--- config.mk ---
export PLATFORM = sky130hd
export DESIGN_NAME = dpc_queue
export DESIGN_NICKNAME = d
export VERILOG_FILES = /design/src/rtl/dpc_queue.sv
export SDC_FILE = /design/constraint.sdc
export NUM_CORES = 1
export LEC_CHECK = 0
export BUFFER_PORTS_ARGS = -buffer_cell sky130_fd_sc_hd__buf_2
export CAP_MARGIN = 20
export CORE_MARGIN = 2
export CORE_UTILIZATION = 48
export CTS_CLUSTER_DIAMETER = 50
export DETAILED_ROUTE_END_ITERATION = 8
export PLACE_DENSITY = 0.75
export REMOVE_ABC_BUFFERS = 1
export SLEW_MARGIN = 10
export SYNTH_ARGS = -nofsm -noshare
export SYNTH_HDL_FRONTEND = slang
export SYNTH_SLANG_ARGS = --single-unit
--- constraint.sdc ---
create_clock -name clk -period 1.3 [get_ports clk]
set_input_delay 0.13 -clock clk [delete_from_list [all_inputs] [get_ports clk]]
set_output_delay 0.13 -clock clk [all_outputs]
set_load 0.01 [all_outputs]
--- src/rtl/dpc_queue.sv ---
// ----------------------------------------------------------------------------
// dpc_queue
// Two-entry queue of differential products between front and back.
// ----------------------------------------------------------------------------
module dpc_queue #(
    parameter int WIDTH = 8
) (
    input  logic             clk,
    input  logic             rst_n,
    input  logic             push,
    input  logic [WIDTH-1:0] push_data,
    input  logic             pop,
    output logic             full,
    output logic             empty,
    output logic [WIDTH-1:0] pop_data
);

    logic [WIDTH-1:0] mem_reg [2];
    logic             wptr_reg;
    logic             rptr_reg;
    logic [1:0]       cnt_reg;
    logic [1:0]       cnt_next;

    assign full     = (cnt_reg == 2'd2);
    assign empty    = (cnt_reg == 2'd0);
    assign pop_data = mem_reg[rptr_reg];

    always_comb
    begin
        cnt_next = cnt_reg;
        if (push && !pop)
        begin
            cnt_next = cnt_reg + 2'd1;
        end
        else if (pop && !push)
        begin
            cnt_next = cnt_reg - 2'd1;
        end
    end

    always_ff @(posedge clk)
    begin
        if (push)
        begin
            mem_reg[wptr_reg] <= push_data;
        end
    end

    always_ff @(posedge clk or negedge rst_n)
    begin
        if (!rst_n)
        begin
            wptr_reg <= 1'b0;
            rptr_reg <= 1'b0;
            cnt_reg  <= '0;
        end
        else
        begin
            cnt_reg <= cnt_next;
            if (push)
            begin
                wptr_reg <= ~wptr_reg;
            end
            if (pop)
            begin
                rptr_reg <= ~rptr_reg;
            end
        end
    end

endmodule

**Word level (Yosys, flattened, before mapping)**

Memory sizes are Yosys's and may differ from the RTL's.
Index checks and enable logic that the tools add are counted.
Widths: inputs -> output; s select.

- Memories: 1
- Register bits after elaboration: 4
- Output and inout port bits: 10
- RAM bits: 16

Memories:

| name | depth | bits a word | rd ports | clocked after Yosys merged registers in | wr ports | line | source |
|---|---|---|---|---|---|---|---|
| mem_reg | 2 | 8 | 1 | 0 | 1 | 18 | `logic [WIDTH-1:0] mem_reg [2];` |

- Reductions and logical operators: 6
- Add/subtract/negate cells: 2
- Muxes and demuxes: 4
- Equal/unequal tests: 1
- Bitwise operators: 2

Operators with widths:

| cell | number |
|---|---|
| $mux 2 | 2 |
| $add 2x1->2 const B | 1 |
| $eq 2x2->1 const B | 1 |
| $logic_and 1x1->1 | 2 |
| $logic_not 1->1 | 2 |
| $logic_not 2->1 | 1 |
| $mux 1 | 2 |
| $not 1->1 | 2 |
| $reduce_bool 2->1 | 1 |
| $sub 2x1->2 const B | 1 |

**Depth between registers and ports, before layout**

- Word-level depth: 4
- Mapped depth: 5
- Mapped depth without buffers: 5

**Worst setup path before layout**

OpenSTA, ideal clock, no wires.

- Path type: register -> register
- Start point: register wptr_reg
- End point: memory mem_reg[0][0] (enable)
- Clock period less this slack: 1.161 ns
- Buffers on the path: 0
- Slack: 0.139 ns
- Arrival time: 0.788 ns
- Cell stages (with the launch flop): 2
- Required time: 0.927 ns
- Path through: dfrtp_1 nor2b_1

RTL lines:

| item | line | source |
|---|---|---|
| start: declaration | 19 | `logic wptr_reg;` |
| start signal: assignment | 62 | `wptr_reg <= ~wptr_reg;` |
| end: declaration | 18 |  |

Straight into the memory's write port.

**Final worst setup path**

- Start point: register rptr_reg
- End point: output pop_data[3]

- Word-level cells in the longest chain between the ends: 1

Ends and longest elaborated chain:

| item | line | source |
|---|---|---|
| start: declaration | 20 | `logic rptr_reg;` |
| start signal: assignment | 66 | `rptr_reg <= ~rptr_reg;` |
| $mem_v2 2x8 | - |  |
| end: declaration | 15 | `output logic [WIDTH-1:0] pop_data` |

Every way passes these cells.

==> impl_results.md <==
- Status: complete, but fails checks
- Failing checks: negative setup slack
- RSZ-0062 raised after global routing: true
- Multi-input gate area: 175 µm²
- Total CTS buffers: 3
- Die Ht: 44.1 µm
- Setup crit start kind: flop
- CP Cell Sequence: buf_4, mux2_2, buf_6
- Max cap viols: 0
- Worst slew margin: 0.755
- Detail Route Antenna Nets: 0
- Final Setup Violations: 8
- R2R cell count: 1
- Fin cells: 88
- Worst Hold Path Cells: 2
- Share of cells above drive strength 1: 0.569
- Slowest cell on crit path: dfrtp_2
- Total iterations of the first detailed-routing run: 2
- Mapped Area: 771 µm²
- Hold Worst Slack: 0.0226 ns
- HP Start: pop
- # DRC: 0
- Vias/cell: 4.85
- Total power: 2.15 mW
- Classification of the worst-slack hold path: primary input to flop
- Post-detail-place hpwl: 799 µm
- Sequential share of the synthesized area: 0.753
- Total Wirelength: 1090 µm
- Synth warn: 0
- Final slew viol count: 0
- N_diodes: 0
- Die width: 44.1 µm
- Final TNS setup: -0.752 ns
- Cell row count: 14
- Clock Pin Slew Worst Setup and Hold Paths: 0.11 ns
- Upper clock frequency limit: 713 MHz
- Mux cell area share after synthesis: 0.117
- Most frequent cells in the layout: 16 x edfxtp_1, 13 x buf_2, 10 x buf_6
- Synth area leaders: edfxtp_1 62%, dfrtp_1 13%, mux2_2 12%, xor2_1 4.5%, ha_1 1.6%
- H-tree depth: 1
- CP max stage delay: 0.41 ns
- CP Data Required Time: 1.17 ns
- P&R area growth vs syn: 34.3%
- Iter 0 DRT Violations: 3
- CP Launch Point: rptr_reg
- DP Worst Slack: 0.0876 ns
- Final Hold Vio Count: 0
- Area of the die: 0.00194 mm²
- Lkg Pwr: 0.433 nW
- Core area: 0.00151 mm²
- Placed Instances: 79
- VDD IR max: 0.964 mV
- # IOs: 22
- Setup Crit Path Kind: flop to primary output
- Synthesis-stage register bit count: 20
- Largest net degree at the start of global routing: 12
- Top cell type by total area after synthesis: edfxtp_1
- Post-synthesis xor/xnor area fraction: 0.0568
- Tmin final: 1.40 ns
- Clock Skew: 0.000598 ns
- GRT Overall Usage: 0.133
- WP buf/inv: 2
- Gpl congestion: 0.613
- Initial Utilization: 0.512
- Largest register FFs: 16
- Total gr overflow: 0
- Largest family of logic cells by synthesized area: multiplexers
- Worst path depth: 3
- Crit Reg-Reg Startpoint: wptr_reg
- CTS max path bufs: 2
- Fin crit share: 1.08
- Highest net fanout along the worst path: 3
- First-pass GRT wire length: 1820 µm
- CTS tree: yes
- Crit path arrival time: 1.27 ns
- Commonest non-fill, non-tap cell in the layout: edfxtp_1
- Post-synthesis compound-gate area fraction: 0
- Post-Syn Instances: 41
- Routed via count: 427
- Post-synthesis simple-gate area fraction: 0.0373
- Nets: 86
- # port buffers: 21
- Adder-cell share of the synthesized area: 0.0162
- Total clock sinks: 20
- Storage cell area: 582 µm²
- Worst slew pin tran: 0.368 ns
- CP top delay family: flip-flops
- Synth cell types: 12
- PwrDens: 2070 mW/mm²
- Post-synth top area share: 0.623
- Syn Area/Cell: 18.8 µm²
- Vias in the first global route: 441
- Clock Latency Late Sink: 0.29 ns
- Initial antenna violation count: 0
- Layout fillers: 105
- Critical Path Sink Type: primary output
- Final WS setup: -0.103 ns
- CTS root buf: clkbuf_4
- Wire length per cell: 12.4 µm
-- final timing paths --
| kind | slack [ns] | endpoint |
|---|---|---|
| setup / recovery | -0.10 | pop_data[3] |
| hold / removal | 0.02 | rptr_reg |
| setup reg to reg | 0.21 | mem_reg[1][0] |
| hold reg to reg | 0.50 | cnt_reg[1] |
| max in group asynchronous | 1.02 | rptr_reg |
| min in group asynchronous | 0.16 | cnt_reg[1] |
-- where the power goes --
| part | switching, mW | internal, mW |
|---|---|---|
| logic | 0.325 | 0.516 |
| clock network | 0.176 | 0.170 |
| registers | 0.0852 | 0.873 |
-- per-layer routing --
layer,global-route usage,wire length [µm],vias up,part of all wire
met5,0,0,-,0
met3,0.0367,40,0,0.037
li1,-,-,210,-
met2,0.229,568,10,0.52
met1,0.164,484,207,0.44
met4,0.0364,0,0,0
-- through the flow --
stage	util	cell area [µm²]
3_5_place_dp	0.597	900
5_1_grt	0.687	1030
3_3_place_gp	0.597	900
6_report	0.687	1030
2_1_floorplan	-	759
4_1_cts	0.669	1010
-- cell usage after synthesis, drive strengths merged --
library cell,n
and2,1
and2b,1
buf,1
dfrtp,4
edfxtp,16
ha,1
inv,1
mux2,8
nor2,2
nor2b,1
xnor2,1
xor2,4
-- what timing repair did --
action / CTS / global route
hold endpoints to repair: 4 / 0
hold buffers: 1 / 0
cloned: 0 / 0
gates resized for setup: 7 / 5
endpoints found under the setup margin: 8 / 8
setup buffers: 4 / 0
-- layout make-up --
cell class,count,area share
Clock buffer,4,0.0351
Inverter,1,0.00363
Multi-Input combinational cell,19,0.169
Timing Repair Buffer,28,0.210
Tap cell,16,0.0193
Sequential cell,20,0.562
-- cell families after synthesis --
logic type                 after synthesis
xor gates and xnor gates                 5
adders and majority gates                1
buffers and inverters                    2
DFF                                     20
muxes                                    8
and+or+nand+nor                          5
Power figures use the tool's default switching activity.
