`src/rtl/dpc_pkg.sv`:
```
// ----------------------------------------------------------------------------
// dpc_pkg
// Constants, tap table and types of the PL header differential correlator.
// ----------------------------------------------------------------------------
package dpc_pkg;

    localparam int SOF_LENGTH      = 26;
    localparam int PLS_LENGTH      = 64;
    localparam int WIN_LEN         = SOF_LENGTH + PLS_LENGTH;
    localparam int SOF_TAPS        = SOF_LENGTH - 1;
    localparam int NUM_TAPS        = SOF_LENGTH - 1 + PLS_LENGTH / 2;
    localparam int TAP_W           = $clog2(NUM_TAPS + 1);
    localparam int POS_W           = $clog2(WIN_LEN + 1);
    localparam int CORR_W          = 30;
    localparam int THRESH_W        = 59;
    localparam int MAG_W           = 2 * CORR_W;
    localparam int DEF_SAMPLE_BITS = 12;

    localparam logic [SOF_LENGTH-1:0] SOF_WORD = 26'h18D2E82;
    localparam logic [PLS_LENGTH-1:0] PLS_WORD = 64'h719D83C953422DFA;
    localparam logic [SOF_LENGTH-1:0] DSOF     = SOF_WORD ^ (SOF_WORD >> 1);
    localparam logic [PLS_LENGTH-1:0] DPLS     = PLS_WORD ^ (PLS_WORD >> 1);

    typedef struct packed {
        logic [POS_W-1:0] pos;
        logic             pls;
        logic             add;
    } tap_t;

    function automatic tap_t tap_info(input logic [TAP_W-1:0] k);
        tap_t t;
        int   i;
        t = '0;
        if (int'(k) < SOF_TAPS)
        begin
            i     = int'(k) + 1;
            t.pos = POS_W'(i);
            t.pls = 1'b0;
            t.add = DSOF[SOF_LENGTH-1-i] ^ i[0];
        end
        else if (int'(k) < NUM_TAPS)
        begin
            i     = 2 * (int'(k) - SOF_TAPS) + 1;
            t.pos = POS_W'(SOF_LENGTH + i);
            t.pls = 1'b1;
            t.add = ~DPLS[PLS_LENGTH-1-i];
        end
        return t;
    endfunction

endpackage

```
`src/rtl/dpc_front.sv`:
```
// ----------------------------------------------------------------------------
// dpc_front
// Accepts symbols and forms the differential product with the previous one.
// ----------------------------------------------------------------------------
module dpc_front import dpc_pkg::*; #(
    parameter int SAMPLE_BITS = DEF_SAMPLE_BITS,
    parameter int PROD_W      = 2 * SAMPLE_BITS + 1
) (
    input  logic                          clk,
    input  logic                          rst_n,
    input  logic                          in_valid,
    input  logic                          q_full,
    input  logic signed [SAMPLE_BITS-1:0] sample_i,
    input  logic signed [SAMPLE_BITS-1:0] sample_q,
    output logic                          push,
    output logic [2*PROD_W-1:0]           push_data
);

    logic signed [SAMPLE_BITS-1:0] prev_i_reg;
    logic signed [SAMPLE_BITS-1:0] prev_q_reg;
    logic signed [PROD_W-1:0]      a;
    logic signed [PROD_W-1:0]      b;
    logic signed [PROD_W-1:0]      c;
    logic signed [PROD_W-1:0]      d;
    logic signed [PROD_W-1:0]      prod_re;
    logic signed [PROD_W-1:0]      prod_im;

    assign push = in_valid && !q_full;
    assign a = PROD_W'(sample_i);
    assign b = PROD_W'(sample_q);
    assign c = PROD_W'(prev_i_reg);
    assign d = PROD_W'(prev_q_reg);
    assign prod_re = a * c + b * d;
    assign prod_im = b * c - a * d;
    assign push_data = {prod_re, prod_im};

    always_ff @(posedge clk or negedge rst_n)
    begin
        if (!rst_n)
        begin
            prev_i_reg <= '0;
            prev_q_reg <= '0;
        end
        else if (push)
        begin
            prev_i_reg <= sample_i;
            prev_q_reg <= sample_q;
        end
    end

endmodule

```
`config.mk`:
```
export PLATFORM = sky130hd
export DESIGN_NAME = dpc_front
export DESIGN_NICKNAME = d
export VERILOG_FILES = /design/src/rtl/dpc_pkg.sv /design/src/rtl/dpc_front.sv
export SDC_FILE = /design/constraint.sdc
export NUM_CORES = 2
export LEC_CHECK = 0
export BUFFER_PORTS_ARGS = -buffer_cell sky130_fd_sc_hd__buf_2
export CORE_AREA = 4 4 169 335
export CTS_BUF_LIST = sky130_fd_sc_hd__clkbuf_4
export DETAILED_ROUTE_END_ITERATION = 7
export DIE_AREA = 0 0 173 339
export PLACE_DENSITY = 0.62
export SLEW_MARGIN = 20
export SYNTH_ARGS = -nofsm -noshare
export SYNTH_HDL_FRONTEND = slang
export SYNTH_SLANG_ARGS = --single-unit
```
`constraint.sdc`:
```
create_clock -name clk -period 23.5 [get_ports clk]
set_input_delay 3.525 -clock clk [delete_from_list [all_inputs] [get_ports clk]]
set_output_delay 3.525 -clock clk [all_outputs]
set_load 0.005 [all_outputs]
```
=== Word level (Yosys, flattened, before mapping) ===
Index checks and enable logic that the tools add are counted.

* Flip-flop bits (word level): 24
* Output and inout port bits: 51
* Word-level logic and storage cells: 10

* $add $sub $neg: 2
* $mul: 4
* Reduce and logical (&&, ||, !) cells: 2

{| class="wikitable"
|+ Operators by type and width
! kind !! count
|-
| multiplier 12 x 12 -> 24 bit || 4
|-
| adder 24 x 24 -> 25 bit || 1
|-
| subtractor 24 x 24 -> 25 bit || 1
|-
| logical AND 1 bit || 1
|-
| logical NOT 1 bit || 1
|}

=== Longest topological paths before layout ===
* Word-level depth: 2
* Mapped depth: 25

=== Worst setup path after synthesis ===
Ideal clock, no wire load.

* Kind: in2out
* From: input port sample_i[11]
* To: output port push_data[24]
* Arrival time: 9.466 ns
* Setup slack: 10.509 ns
* Stages on the path: 22
* Path through: buf_2 -> clkbuf_1 -> nand2_1 -> inv_1 -> fa_1 -> fa_1 -> inv_1 -> fa_1 -> fa_1 -> fa_1 -> fa_1 -> inv_1 -> fa_1 -> inv_1 -> ha_1 -> buf_2 -> a21oi_2 -> o211ai_1 -> nor4b_2 -> a21oi_2 -> a211oi_2 -> xnor2_1

* Longest elaborated chain between the ends: 2

{| class="wikitable"
|+ Ends and longest elaborated chain
! what !! line !! source
|-
| from (decl) || dpc_front.sv:13 || <nowiki>input logic signed [SAMPLE_BITS-1:0] sample_i,</nowiki>
|-
| multiplier 12 x 12 -> 24 bit || dpc_front.sv:34 || <nowiki>assign prod_im = b * c - a * d;</nowiki>
|-
| subtractor 24 x 24 -> 25 bit || dpc_front.sv:34 ||
|-
| to (decl) || dpc_front.sv:16 || <nowiki>output logic [2*PROD_W-1:0] push_data</nowiki>
|}

Every way passes these cells.

=== Final worst setup path ===
* From: input port sample_q[11]
* To: output port push_data[49]

* Longest elaborated chain between the ends: 2

{| class="wikitable"
|+ Ends and longest elaborated chain
! what !! line !! source
|-
| from (decl) || dpc_front.sv:14 || <nowiki>input logic signed [SAMPLE_BITS-1:0] sample_q,</nowiki>
|-
| multiplier 12 x 12 -> 24 bit || dpc_front.sv:33 || <nowiki>assign prod_re = a * c + b * d;</nowiki>
|-
| adder 24 x 24 -> 25 bit || dpc_front.sv:33 ||
|}

Every way passes these cells.

==> metrics.md <==
| Metric | Value |
|---|---|
| Status | `complete, no violations` |
| M2 GR Usage | `0.4209` |
| CP required | `19,980 ps` |
| Crit path DAT | `just over 10,000 ps` |
| Slew Limit Fails | `0` |
| RSZ-0062 raised after global routing | `no` |
| Initial Util | `0.4449` |
| Largest cells by area after synthesis | `fa_1 54%, inv_1 11%, ha_1 9.9%` |
| Syn avg cell area | `approximately 9.4 µm²` |
| Async set-reset flop share out of synthesis | `1.000` |
| Gr ovfl total | `0` |
| CTS tree | `done` |
| Placement Rows | `between 100 and 150` |
| Mapped cell area | `approximately 0.024 mm²` |
| Setup Buffers After CTS | `0` |
| Share of cells above drive strength 1 | `0.05176` |
| Busiest layer in global routing | `met2` |
| Seq/Total Area, Yosys | `0.02490` |
| Max-slew headroom | `0.2731` |
| Vias in the first global route | `20,095` |
| Maximum root-to-sink buffer count | `2` |
| Hold WC Path Type | `reg -> reg` |
| Max Clk Rate | `~72 MHz` |
| Worst-path clk slew | `about 120 ps` |
| DIE AREA | `just under 0.06 mm²` |
| Synth warnings | `0` |
| P&R area growth vs syn | `4.083%` |
| Final setup violation count | `0` |
| Core area | `around 0.054 mm²` |
| Detailed-route via count | `16,912` |
| Ys flop type | `dfrtp_1` |
| Clk_skew | `0 ps` |
| Die Wd | `173 µm` |
| Gr usage total | `0.2119` |
| Num CTS Buffers | `3` |
| Fin nets | `~3,400` |
| Worst-margin pin slew | `between 1000 and 1500 ps` |
| Pin count of the biggest net entering global routing | `27` |
| Antenna Nets Post-Route | `0` |
| Post-synth top area cell | `fa_1` |
| CTS H-tree depth | `1` |
| Fill count | `between 5,000 and 6,000` |
| Latest clock arrival within the worst-skew pair | `slightly above 300 ps` |
| Worst Setup End Kind | `output port` |
| First-pass GRT wire length | `~100 mm` |
| Initial DRC Count | `between 800 and 900` |
| Final TNS setup | `0 ps` |
| Critical Path Source Type | `input port` |
| Yosys cell types | `56` |
| Post-DR wirelength/cell | `roughly 18 µm` |
| Share of the synthesized area in the top cell type | `0.5404` |
| MaxCap Viol Count | `0` |
| CTS Hold Buffers Added | `0` |
| Detailed Place HPWL | `49.10 mm` |
| DR DRC count | `0` |
| Post-CTS sizing | `0` |
| Final Hold Viols | `0` |
| Yosys reg bits | `24` |
| Most common cell after layout, fill and taps aside | `inv_1` |
| Syn nets | `3,425` |
| Crit Path Category | `in -> out` |
| Most frequent cells in the layout | `706 x inv_1, 651 x fa_1, 284 x and2_1` |
| Clock root buffer | `clkbuf_4` |
| Tcrit/Tclk final | `0.5870` |
| Storage cell area | `600.6 µm²` |
| # IOs | `79` |
| Die H | `339 µm` |
| Maximum fanout along the worst path | `25` |
| Syn Inst Count | `roughly 2,600` |
| Met3 Usage GRT | `0.01651` |
| Min Tclk post-route | `about 14,000 ps` |
| CTS sink count | `24` |
| Grt met1 use | `0.2180` |
| Vias per cell | `~5.2` |
| Total Wirelength | `roughly 59 mm` |
| Input/output buffers | `78` |
| Multi-input gate area | `slightly above 0.02 mm²` |
| EDFF count, synth | `0` |
| Antenna violations before repair | `4` |
| Global placement routability congestion | `between 0.8 and 0.9` |
| TritonRoute pass-1 iters | `6` |
==> per-layer routing <==
| metal | vias up | wire, µm |
|---|---|---|
| li1 | 7301 | - |
| met1 | 8941 | 18720 |
| met2 | 489 | 34710 |
| met3 | 179 | 1886 |
| met4 | 2 | 4001 |
| met5 | - | 13 |
==> cell families (layout without fill, tap and decap cells) <==
logic type	count (synthesis)	after routing	synth area share
adder cells (fa/ha/maj)	841	841	0.6390
buffers and inverters	809	803	0.1261
AND/OR/NAND/NOR	673	673	0.1411
AO/OA/AOI/OAI	116	116	0.03258
XOR/XNOR	68	68	0.02470
multiplexers	25	25	0.01162
flip-flops	24	24	0.02490
other	0	3	0
==> stage by stage <==
stage	util	std cells	area, µm²	setup slack, ps	hold slack (ps)
4_1_cts	0.4630	3226	25090	9717	858.3
2_1_floorplan	-	2556	24120	10510	553.7
3_5_place_dp	0.4625	3222	25070	9744	828.5
6_report	0.4631	3229	25100	9706	869.5
3_3_place_gp	0.4625	3222	25070	9816	819.2
5_1_grt	0.4630	3226	25090	9441	893.0
==> cell usage after synthesis, types with 8 or more instances <==
cell type and instances:
nor2_1 63, mux2_2 24, dfrtp_1 24, o211ai_1 8
nand2_1 262, o21ai_0 23, ha_1 190, xnor2_1 56
xor2_1 12, clkbuf_1 96, nand2b_1 23, a211oi_1 13
and2_1 284, nor3_1 11, a21oi_1 26, a21o_1 9
fa_1 651, inv_1 706
==> layout make-up <==
cell class                 count  share of cell area
multi-input combinational   1723              0.8157
inverter                     708              0.1059
tap                          676             0.03370
sequential                    24             0.02393
timing repair buffer          91             0.01944
clock buffer                   3           0.0008973
antenna                        3           0.0002991
clock inverter                 1           0.0001495
==> critical path, cell delays in order <==
cell     delay [ps]
buf_2           410
and2_1          250
inv_1            70
fa_1            900
inv_1           140
fa_1            580
fa_1            460
fa_1            570
fa_1            420
fa_1            490
inv_1            50
fa_1            470
inv_1            50
ha_1            350
and4_1          210
a221o_1         380
o31ai_1         420
a311o_1         260
xnor2_1         110
buf_2           140
==> worst paths after layout <==
path / startpoint / end / slack (ps) / cells after the start
max: sample_q[11] / push_data[49] / 9710 / 20
min: prev_q_reg[2] / prev_q_reg[2] / 870 / 2
max reg2reg: prev_q_reg[7] / prev_q_reg[7] / 22060 / 1
min reg2reg: prev_q_reg[2] / prev_q_reg[2] / 870 / 2
max in group asynchronous: rst_n / prev_i_reg[0] / 19980 / 1
min in group asynchronous: rst_n / prev_i_reg[1] / 3170 / 1
Power is left out: the tool's default activity adds up to more than one toggle a clock period on the data nets, which glitch-free logic cannot reach.
